[src/design/shabs_pkg.sv]
`default_nettype none
// ----------------------------------------------------------------------------
// SHA-1 byte stream hasher: shared package
// Widths, initial chaining value, round constants, byte select codes and the
// command/status structs between the controller and the datapath.
// ----------------------------------------------------------------------------
package shabs_pkg;

	localparam int BlkCntBits = 23;
	localparam int LenBits    = BlkCntBits + 9;
	localparam int WordW      = 32;
	localparam int IdxW       = 3;
	localparam int NumWords   = 5;

	localparam logic [WordW-1:0] H0 = 32'h67452301;
	localparam logic [WordW-1:0] H1 = 32'hEFCDAB89;
	localparam logic [WordW-1:0] H2 = 32'h98BADCFE;
	localparam logic [WordW-1:0] H3 = 32'h10325476;
	localparam logic [WordW-1:0] H4 = 32'hC3D2E1F0;

	localparam logic [WordW-1:0] K0 = 32'h5A827999;
	localparam logic [WordW-1:0] K1 = 32'h6ED9EBA1;
	localparam logic [WordW-1:0] K2 = 32'h8F1BBCDC;
	localparam logic [WordW-1:0] K3 = 32'hCA62C1D6;

	localparam logic [7:0] PadByte = 8'h80;

	localparam logic [6:0] LastRound = 7'd79;
	localparam logic [5:0] LastPos   = 6'd63;
	localparam logic [5:0] LenPos    = 6'd56;
	localparam logic [IdxW-1:0] LastIdx = 3'd4;

	localparam logic REQ_DATA   = 1'b0;
	localparam logic REQ_FINISH = 1'b1;

	localparam logic [1:0] SEL_DATA = 2'd0;
	localparam logic [1:0] SEL_PAD  = 2'd1;
	localparam logic [1:0] SEL_ZERO = 2'd2;
	localparam logic [1:0] SEL_LEN  = 2'd3;

	typedef struct packed {
		logic            shift_en;
		logic [1:0]      byte_sel;
		logic            len_cap;
		logic            cnt_block;
		logic            round_init;
		logic            round_en;
		logic            chain_add;
		logic            msg_clear;
		logic [IdxW-1:0] word_idx;
	} cmd_t;

	typedef struct packed {
		logic [5:0] pos;
		logic       round_last;
	} sts_t;

	function automatic logic [WordW-1:0] init_word(input logic [IdxW-1:0] idx);
		logic [WordW-1:0] r;
		case (idx)
			3'd0:    r = H0;
			3'd1:    r = H1;
			3'd2:    r = H2;
			3'd3:    r = H3;
			default: r = H4;
		endcase
		return r;
	endfunction

endpackage
`default_nettype wire

[src/design/shabs_req_if.sv]
`default_nettype none
// ----------------------------------------------------------------------------
// SHA-1 byte stream hasher: request channel
// Valid/ready channel carrying one data byte or a finish request.
// ----------------------------------------------------------------------------
interface shabs_req_if import shabs_pkg::*; ();
	logic       valid;
	logic       ready;
	logic       req_type;
	logic [7:0] data_byte;

	modport source (output valid, output req_type, output data_byte, input ready);
	modport sink   (input valid, input req_type, input data_byte, output ready);
endinterface
`default_nettype wire

[src/design/shabs_dig_if.sv]
`default_nettype none
// ----------------------------------------------------------------------------
// SHA-1 byte stream hasher: digest channel
// Valid/ready channel carrying one digest word per transfer.
// ----------------------------------------------------------------------------
interface shabs_dig_if import shabs_pkg::*; ();
	logic             valid;
	logic             ready;
	logic [WordW-1:0] digest_word;
	logic [IdxW-1:0]  word_index;
	logic             last_word;
	logic             too_long;

	modport source (output valid, output digest_word, output word_index,
		output last_word, output too_long, input ready);
	modport sink   (input valid, input digest_word, input word_index,
		input last_word, input too_long, output ready);
endinterface
`default_nettype wire

[src/design/shabs_dpath.sv]
`default_nettype none
// ----------------------------------------------------------------------------
// SHA-1 byte stream hasher: datapath
// 512-bit block shift register doubling as the message schedule, one
// compression round per cycle, chaining value, byte and block counters.
// ----------------------------------------------------------------------------
module shabs_dpath import shabs_pkg::*; (
	input  wire logic             clk,
	input  wire logic             arst_n,
	input  wire cmd_t             cmd,
	input  wire logic [7:0]       data_byte,
	output      sts_t             sts,
	output      logic [WordW-1:0] digest_word,
	output      logic             too_long
);

	logic [511:0]            blk_q;
	logic [WordW-1:0]        chain_q [NumWords];
	logic [WordW-1:0]        a_q, b_q, c_q, d_q, e_q;
	logic [6:0]              rnd_q;
	logic [5:0]              pos_q;
	logic [BlkCntBits-1:0]   blk_cnt_q;
	logic                    limit_q;
	logic [LenBits-1:0]      len_q;

	logic [63:0]             len64;
	logic [5:0]              len_sh;
	logic [7:0]              byte_in;
	logic [WordW-1:0]        w0, w_next, f, k, t;

	assign len64  = 64'(len_q);
	assign len_sh = {~pos_q[2:0], 3'b000};

	always_comb begin
		case (cmd.byte_sel)
			SEL_DATA: byte_in = data_byte;
			SEL_PAD:  byte_in = PadByte;
			SEL_ZERO: byte_in = 8'h00;
			default:  byte_in = 8'(len64 >> len_sh);
		endcase
	end

	assign w0     = blk_q[511:480];
	assign w_next = blk_q[95:64] ^ blk_q[255:224] ^ blk_q[447:416] ^ w0;

	always_comb begin
		if (rnd_q < 7'd20) begin
			f = d_q ^ (b_q & (c_q ^ d_q));
			k = K0;
		end else if (rnd_q < 7'd40) begin
			f = b_q ^ c_q ^ d_q;
			k = K1;
		end else if (rnd_q < 7'd60) begin
			f = (b_q & c_q) | (b_q & d_q) | (c_q & d_q);
			k = K2;
		end else begin
			f = b_q ^ c_q ^ d_q;
			k = K3;
		end
		t = {a_q[26:0], a_q[31:27]} + f + e_q + k + w0;
	end

	always_ff @(posedge clk) begin
		if (cmd.shift_en) begin
			blk_q <= {blk_q[503:0], byte_in};
		end else if (cmd.round_en) begin
			blk_q <= {blk_q[479:0], w_next[30:0], w_next[31]};
		end
		if (cmd.round_init) begin
			a_q <= chain_q[0];
			b_q <= chain_q[1];
			c_q <= chain_q[2];
			d_q <= chain_q[3];
			e_q <= chain_q[4];
		end else if (cmd.round_en) begin
			a_q <= t;
			b_q <= a_q;
			c_q <= {b_q[1:0], b_q[31:2]};
			d_q <= c_q;
			e_q <= d_q;
		end
		if (cmd.len_cap) begin
			len_q <= {blk_cnt_q, pos_q, 3'b000};
		end
	end

	always_ff @(posedge clk or negedge arst_n) begin
		if (!arst_n) begin
			for (int i = 0; i < NumWords; i++) begin
				chain_q[i] <= init_word(IdxW'(i));
			end
			rnd_q     <= '0;
			pos_q     <= '0;
			blk_cnt_q <= '0;
			limit_q   <= 1'b0;
		end else begin
			if (cmd.shift_en) begin
				pos_q <= pos_q + 6'd1;
			end
			if (cmd.round_init) begin
				rnd_q <= '0;
			end else if (cmd.round_en) begin
				rnd_q <= rnd_q + 7'd1;
			end
			if (cmd.cnt_block) begin
				blk_cnt_q <= blk_cnt_q + 1'b1;
				if (&blk_cnt_q) begin
					limit_q <= 1'b1;
				end
			end
			if (cmd.msg_clear) begin
				for (int i = 0; i < NumWords; i++) begin
					chain_q[i] <= init_word(IdxW'(i));
				end
				blk_cnt_q <= '0;
				limit_q   <= 1'b0;
			end else if (cmd.chain_add) begin
				chain_q[0] <= chain_q[0] + a_q;
				chain_q[1] <= chain_q[1] + b_q;
				chain_q[2] <= chain_q[2] + c_q;
				chain_q[3] <= chain_q[3] + d_q;
				chain_q[4] <= chain_q[4] + e_q;
			end
		end
	end

	always_comb begin
		case (cmd.word_idx)
			3'd0:    digest_word = chain_q[0];
			3'd1:    digest_word = chain_q[1];
			3'd2:    digest_word = chain_q[2];
			3'd3:    digest_word = chain_q[3];
			default: digest_word = chain_q[4];
		endcase
	end

	assign too_long       = limit_q;
	assign sts.pos        = pos_q;
	assign sts.round_last = (rnd_q == LastRound);

	a_round_range: assert property (@(posedge clk) disable iff (!arst_n)
		cmd.round_en |-> rnd_q <= LastRound)
		else $error("round counter beyond last round");

	a_len_pos: assert property (@(posedge clk) disable iff (!arst_n)
		(cmd.shift_en && cmd.byte_sel == SEL_LEN) |-> pos_q >= LenPos)
		else $error("length byte outside length field");

	a_clear: assert property (@(posedge clk) disable iff (!arst_n)
		cmd.msg_clear |=> (chain_q[0] == H0 && chain_q[4] == H4 &&
			blk_cnt_q == '0 && !limit_q))
		else $error("message restart incomplete");

endmodule
`default_nettype wire

[src/design/shabs_ctrl.sv]
`default_nettype none
// ----------------------------------------------------------------------------
// SHA-1 byte stream hasher: controller
// Sequences byte intake, padding, block compression and digest readout.
// ----------------------------------------------------------------------------
module shabs_ctrl import shabs_pkg::*; (
	input  wire logic clk,
	input  wire logic arst_n,
	input  wire logic req_valid,
	input  wire logic req_type,
	input  wire logic dig_ready,
	input  wire sts_t sts,
	output      logic req_ready,
	output      logic dig_valid,
	output      cmd_t cmd
);

	localparam logic [2:0] ST_IDLE = 3'd0;
	localparam logic [2:0] ST_PAD  = 3'd1;
	localparam logic [2:0] ST_COMP = 3'd2;
	localparam logic [2:0] ST_ADD  = 3'd3;
	localparam logic [2:0] ST_OUT  = 3'd4;

	logic [2:0]      state_q, state_n;
	logic            fin_q, fin_n;
	logic            extra_q, extra_n;
	logic            last_q, last_n;
	logic [IdxW-1:0] idx_q, idx_n;

	always_comb begin
		state_n   = state_q;
		fin_n     = fin_q;
		extra_n   = extra_q;
		last_n    = last_q;
		idx_n     = idx_q;
		req_ready = 1'b0;
		dig_valid = 1'b0;
		cmd       = '0;
		cmd.byte_sel = SEL_DATA;
		cmd.word_idx = idx_q;
		case (state_q)
			ST_IDLE: begin
				req_ready = 1'b1;
				if (req_valid) begin
					cmd.shift_en = 1'b1;
					if (req_type == REQ_DATA) begin
						cmd.byte_sel = SEL_DATA;
						if (sts.pos == LastPos) begin
							cmd.cnt_block  = 1'b1;
							cmd.round_init = 1'b1;
							state_n        = ST_COMP;
						end
					end else begin
						cmd.byte_sel = SEL_PAD;
						cmd.len_cap  = 1'b1;
						fin_n        = 1'b1;
						last_n       = 1'b0;
						if (sts.pos == LastPos) begin
							cmd.round_init = 1'b1;
							extra_n        = 1'b0;
							state_n        = ST_COMP;
						end else begin
							extra_n = (sts.pos >= LenPos);
							state_n = ST_PAD;
						end
					end
				end
			end
			ST_PAD: begin
				cmd.shift_en = 1'b1;
				cmd.byte_sel = (sts.pos >= LenPos && !extra_q) ? SEL_LEN : SEL_ZERO;
				if (sts.pos == LastPos) begin
					cmd.round_init = 1'b1;
					state_n        = ST_COMP;
					if (extra_q) begin
						extra_n = 1'b0;
					end else begin
						last_n = 1'b1;
					end
				end
			end
			ST_COMP: begin
				cmd.round_en = 1'b1;
				if (sts.round_last) begin
					state_n = ST_ADD;
				end
			end
			ST_ADD: begin
				cmd.chain_add = 1'b1;
				if (last_q) begin
					idx_n   = '0;
					state_n = ST_OUT;
				end else if (fin_q) begin
					state_n = ST_PAD;
				end else begin
					state_n = ST_IDLE;
				end
			end
			ST_OUT: begin
				dig_valid = 1'b1;
				if (dig_ready) begin
					if (idx_q == LastIdx) begin
						cmd.msg_clear = 1'b1;
						fin_n         = 1'b0;
						last_n        = 1'b0;
						state_n       = ST_IDLE;
					end else begin
						idx_n = idx_q + 3'd1;
					end
				end
			end
			default: begin
				state_n = ST_IDLE;
			end
		endcase
	end

	always_ff @(posedge clk or negedge arst_n) begin
		if (!arst_n) begin
			state_q <= ST_IDLE;
			fin_q   <= 1'b0;
			extra_q <= 1'b0;
			last_q  <= 1'b0;
			idx_q   <= '0;
		end else begin
			state_q <= state_n;
			fin_q   <= fin_n;
			extra_q <= extra_n;
			last_q  <= last_n;
			idx_q   <= idx_n;
		end
	end

	a_comp_pos: assert property (@(posedge clk) disable iff (!arst_n)
		(state_q == ST_COMP) |-> (sts.pos == '0))
		else $error("compression with partial block");

	a_out_idx: assert property (@(posedge clk) disable iff (!arst_n)
		(state_q == ST_OUT) |-> (idx_q <= LastIdx && fin_q && last_q))
		else $error("digest readout out of sequence");

	a_extra_pad: assert property (@(posedge clk) disable iff (!arst_n)
		(extra_q && state_q == ST_PAD) |-> !last_q)
		else $error("final block flagged before extra block");

endmodule
`default_nettype wire

[src/design/sha1_byte_stream_hasher.sv]
`default_nettype none
// ----------------------------------------------------------------------------
// SHA-1 byte stream hasher: top level
// Standard SHA-1 over a stream of bytes with padding and digest readout.
// ----------------------------------------------------------------------------
// A data byte is taken while idle; the 64th byte of a block makes the hasher
// busy (80 rounds in the single round unit, one chaining add) before the next.
// A finish transfer inserts the pad bytes at one a cycle (up to 64, or 72
// when an extra block is needed), each padded block compressed in turn, then gives
// the five digest words when the sink is ready.
// Reset is asynchronous: the chaining value returns to the initial vector.
// ----------------------------------------------------------------------------
module sha1_byte_stream_hasher import shabs_pkg::*; (
	input wire logic  clk,
	input wire logic  arst_n,
	shabs_req_if.sink   req,
	shabs_dig_if.source dig
);

	cmd_t cmd;
	sts_t sts;

	shabs_ctrl u_ctrl (
		.clk       (clk),
		.arst_n    (arst_n),
		.req_valid (req.valid),
		.req_type  (req.req_type),
		.dig_ready (dig.ready),
		.sts       (sts),
		.req_ready (req.ready),
		.dig_valid (dig.valid),
		.cmd       (cmd)
	);

	shabs_dpath u_dpath (
		.clk         (clk),
		.arst_n      (arst_n),
		.cmd         (cmd),
		.data_byte   (req.data_byte),
		.sts         (sts),
		.digest_word (dig.digest_word),
		.too_long    (dig.too_long)
	);

	assign dig.word_index = cmd.word_idx;
	assign dig.last_word  = (cmd.word_idx == LastIdx);

endmodule
`default_nettype wire

[src/flat_wrapper.sv]
// flat-port wrapper written by rule: the top's interface ports become plain ports
module sha1_byte_stream_hasher_flat import shabs_pkg::*;
  (clk, arst_n, req_valid, req_req_type, req_data_byte, req_ready, dig_valid, dig_digest_word, dig_word_index, dig_last_word, dig_too_long, dig_ready);
  shabs_req_if req_i ();
  shabs_dig_if dig_i ();
  input wire logic clk;
  input wire logic arst_n;
  input wire logic [$bits(req_i.valid)-1:0] req_valid;
  input wire logic [$bits(req_i.req_type)-1:0] req_req_type;
  input wire logic [$bits(req_i.data_byte)-1:0] req_data_byte;
  output wire logic [$bits(req_i.ready)-1:0] req_ready;
  output wire logic [$bits(dig_i.valid)-1:0] dig_valid;
  output wire logic [$bits(dig_i.digest_word)-1:0] dig_digest_word;
  output wire logic [$bits(dig_i.word_index)-1:0] dig_word_index;
  output wire logic [$bits(dig_i.last_word)-1:0] dig_last_word;
  output wire logic [$bits(dig_i.too_long)-1:0] dig_too_long;
  input wire logic [$bits(dig_i.ready)-1:0] dig_ready;
  assign req_i.valid = req_valid;
  assign req_i.req_type = req_req_type;
  assign req_i.data_byte = req_data_byte;
  assign req_ready = req_i.ready;
  assign dig_valid = dig_i.valid;
  assign dig_digest_word = dig_i.digest_word;
  assign dig_word_index = dig_i.word_index;
  assign dig_last_word = dig_i.last_word;
  assign dig_too_long = dig_i.too_long;
  assign dig_i.ready = dig_ready;
  sha1_byte_stream_hasher u_core (.clk(clk), .arst_n(arst_n), .req(req_i), .dig(dig_i));
endmodule
[config.mk]
export PLATFORM = sky130hd
export DESIGN_NAME = sha1_byte_stream_hasher_flat
export DESIGN_NICKNAME = d
export VERILOG_FILES = /design/src/design/shabs_pkg.sv /design/src/design/shabs_req_if.sv /design/src/design/shabs_dig_if.sv /design/src/design/shabs_dpath.sv /design/src/design/shabs_ctrl.sv /design/src/design/sha1_byte_stream_hasher.sv /design/src/flat_wrapper.sv
export SDC_FILE = /design/constraint.sdc
export NUM_CORES = 2
export LEC_CHECK = 0
export ABC_AREA = 1
export BUFFER_PORTS_ARGS = -buffer_cell sky130_fd_sc_hd__clkbuf_2
export CAP_MARGIN = 15
export CELL_PAD_IN_SITES_DETAIL_PLACEMENT = 0
export CELL_PAD_IN_SITES_GLOBAL_PLACEMENT = 2
export CORE_UTILIZATION = 43
export CTS_CLUSTER_SIZE = 25
export DETAILED_ROUTE_END_ITERATION = 7
export PLACE_DENSITY = 0.92
export REMOVE_ABC_BUFFERS = 1
export SLEW_MARGIN = 10
export SYNTH_ARGS = -nofsm -noshare
export SYNTH_HDL_FRONTEND = slang
export SYNTH_SLANG_ARGS = --single-unit
[constraint.sdc]
create_clock -name clk -period 42.5 [get_ports clk]
set_input_delay 0 -clock clk [delete_from_list [all_inputs] [get_ports clk]]
set_output_delay 0 -clock clk [all_outputs]
set_load 0.05 [all_outputs]
==> results_dict.tcl <==
set metrics [dict create \
    drc 0 \
    min_path_cells 3 \
    dp.final_hpwl_um 150000 \
    status "complete, no violations" \
    synth.distinct_cells 49 \
    numCtsBuffers 103 \
    cpMostUsedCell "nand2_1" \
    relSlewSlack_pct 20.2 \
    cts_sinks 907 \
    dr_total_vias 46200 \
    area_growth_syn_to_layout_pct 9.93 \
    grt_pass1_vias 44700 \
    ant_nets 0 \
    synth.avg_cell_area_um2 8.26 \
    core_mm2 0.128 \
    yosys_warnings 0 \
    h-tree-depth 3 \
    cap_viol_max_count 0 \
    yosysSeqAreaShare_pct 47.0 \
    ctsResizeCount 0 \
    ys.flop_type "edfxtp_1" \
    setup_viol 0 \
    grtUsageTotal_pct 30.0 \
    period_minus_slack_ns 6.02 \
    die_w_um 363 \
    cts_root_buffer "clkbuf_16" \
    netlist.area_leader.share_pct 37.6 \
    routed_wl_um 197000 \
    end_kind "flip-flop" \
    fin_nets 7116 \
    hold_viol 0 \
    fin_hold_ws_ns 0.126 \
    async_flop_share_pct 22.7 \
    antenna_found_initial 5 \
    post_cts_buffers 0 \
    synth_top_area_cell "edfxtp_1" \
    min_period_over_period_pct 14.2 \
    wl_per_cell_um 22.9 \
    cp.required_ns 42.99 \
    path_class "reg -> reg" \
    die_area_mm2 0.132 \
    netlist_area_mm2 0.0559 \
    clk_pin_slew_ns 0.07 \
    grt-ovfl-total 0 \
    max_clock_freq_mhz 166 \
    synth-seq-cells 907 \
    finClkSkew_ns 0.0444 \
    ioPinCount 52 \
    row_count 131 \
    dpl-instance-area_mm2 0.0578 \
    cpPeakStageDelay_ns 0.60 \
    instances_no_fill 8601 \
    placedCellCount 8386 \
    drive_above_1_share_pct 5.37 \
    arrival_ns 6.50 \
    cts_tree "built" \
    fin_util_pct 47.9 \
    crit_fanout 15 \
    fill_cells 12700 \
    clk_latency_ns 0.77 \
    reg2reg_depth 22 \
    grt_pass1_wl_um 291000 \
    io_buffers 51 \
    maxSlewViolCount 0 \
    clockBufferDepth 3 \
    grt_max_degree 271 \
    cts_hold_buf 15 \
    hold_path_class "in -> reg" \
    cp_cell_sequence "nand2_1, inv_1, nor2_1, nand2_1, nand2_1, buf_4, inv_1, o22ai_1, nor2_1, fa_1, inv_1, fa_1, inv_1, ha_1, nand2_1, nor2_1, nand2_1, or2_2, nand3_1, nand2_1, nand3_1, nand2_1" \
    tightest_slew_ns 1.18 \
    synthTopCellsByArea "edfxtp_1, nand2_1, o21ai_0" \
    drtIter0Drc 4649 \
    synthCells 6777 \
    final_area_mm2 0.0615 \
    synth_edf_count 701 \
    dr.pass1.iters 6 \
    vias_per_cell 5.38 \
    die_h_um 363 \
    cp-start-kind "flip-flop" \
    routabilityCongestion 0.995 \
    grt_setup_unrepaired "false" \
    critPathSlowestCell "nor2_1" \
    initial_utilization_pct 43.6 \
]
per-stage QoR:
stage	setup TNS, ns	worst slack, ns
after floorplan	-3089.99	-5.98
after global placement	0	36.71
after detailed placement	0	36.63
after CTS	0	36.55
after global routing	0	36.18
final	0	36.48
critical path, delay by kind of cell (launching register included):
family | cells | cell delay [ns]
AND/OR/NAND/NOR | 13 | 2.89
flip-flops | 1 | 0.43
buffers and inverters | 5 | 0.76
AO/OA/AOI/OAI | 1 | 0.20
adder cells (fa/ha/maj) | 3 | 1.45
synth_stat cells (all sizes together), types with 4 or more instances:
library cell  instances
o22ai                80
or2                   7
buf                 101
xnor2               107
a221oi               37
nor3                 64
o21bai               26
o211ai               16
xor2                 56
a21oi               251
nand2              2017
fa                  125
nand3               290
inv                1055
dfrtp               126
ha                  200
a31oi                13
and2                  7
dfstp                80
o221ai                4
nor4                 12
nand3b               15
a22oi                 9
nand4                62
nor2                358
clkbuf              115
a21o                  4
a211oi                8
o21ai               812
edfxtp              701
o21a                  6
sequential cells by signal, summed over array words and instances, names as in the netlist:
name,count
u_core.u_dpath.len_q,29
u_core.u_dpath.a_q,32
u_core.u_dpath.e_q,32
u_core.u_dpath.d_q,32
u_core.u_ctrl.fin_q,1
u_core.u_dpath.pos_q,6
u_core.u_dpath.blk_q,512
u_core.u_ctrl.last_q,1
u_core.u_ctrl.state_q,3
u_core.u_dpath.too_long,1
u_core.u_dpath.blk_cnt_q,23
u_core.u_dpath.c_q,32
u_core.u_dpath.chain_q,160
u_core.u_dpath.rnd_q,7
u_core.u_ctrl.idx_q,3
u_core.u_ctrl.extra_q,1
u_core.u_dpath.b_q,32
per-layer routing:
layer | GRT usage [%] | routed length (um)
met2 | 47.4 | 89100
met4 | 13.9 | 10500
met1 | 40.4 | 84900
met5 | 0 | 21
met3 | 4.60 | 12300
worst paths after layout:
path	startpoint	to	slack, ns
max in group asynchronous	arst_n	u_core.u_dpath.chain_q[29]	40.39
setup / recovery	u_core.u_dpath.rnd_q[5]	u_core.u_dpath.a_q[23]	36.48
hold reg to reg	u_core.u_dpath.too_long	u_core.u_dpath.too_long	0.48
setup reg to reg	u_core.u_dpath.rnd_q[5]	u_core.u_dpath.a_q[23]	36.48
min in group asynchronous	arst_n	u_core.u_dpath.chain_q[128]	0.56
hold / removal	dig_ready	u_core.u_ctrl.state_q[2]	0.13
area by class of cell:
class                      instances  area (um2)  share of cell area (%)
inverter                        1056        3970                    6.46
sequential                       907       26300                    42.8
antenna                            4        10.0                  0.0163
tap                             1729        2160                    3.52
clock inverter                    68         762                    1.24
clock buffer                     127        2700                    4.39
timing repair buffer             112         811                    1.32
multi-input combinational       4598       24800                    40.3
placed cells by master, fill, tap and decap left out, types with 21 or more instances in the layout:
| master | Yosys | final |
|---|---|---|
| nand2_1 | 2014 | 2011 |
| inv_1 | 1048 | 1047 |
| o21ai_0 | 799 | 799 |
| edfxtp_1 | 701 | 701 |
| nor2_1 | 355 | 353 |
| nand3_1 | 290 | 290 |
| a21oi_1 | 251 | 251 |
| ha_1 | 200 | 200 |
| dfrtp_1 | 126 | 126 |
| fa_1 | 125 | 125 |
| xnor2_1 | 107 | 107 |
| clkbuf_16 | 0 | 103 |
| o22ai_1 | 80 | 80 |
| dfstp_2 | 80 | 80 |
| nand4_1 | 62 | 62 |
| nor3_1 | 62 | 60 |
| xor2_1 | 56 | 56 |
| clkbuf_2 | 0 | 50 |
| buf_4 | 12 | 44 |
| a221oi_1 | 37 | 37 |
| o21bai_1 | 26 | 26 |
| clkbuf_1 | 115 | 21 |
logic make-up after synthesis:
group,share of synthesized area [%]
flip-flops,47.0
buffers and inverters,8.83
XOR/XNOR,2.55
multiplexers,0.0179
AO/OA/AOI/OAI,12.3
adder cells (fa/ha/maj),8.95
AND/OR/NAND/NOR,20.3
Power is not shown: default switching activity piles up to over one toggle a cycle in this logic, so the estimate is an artifact.
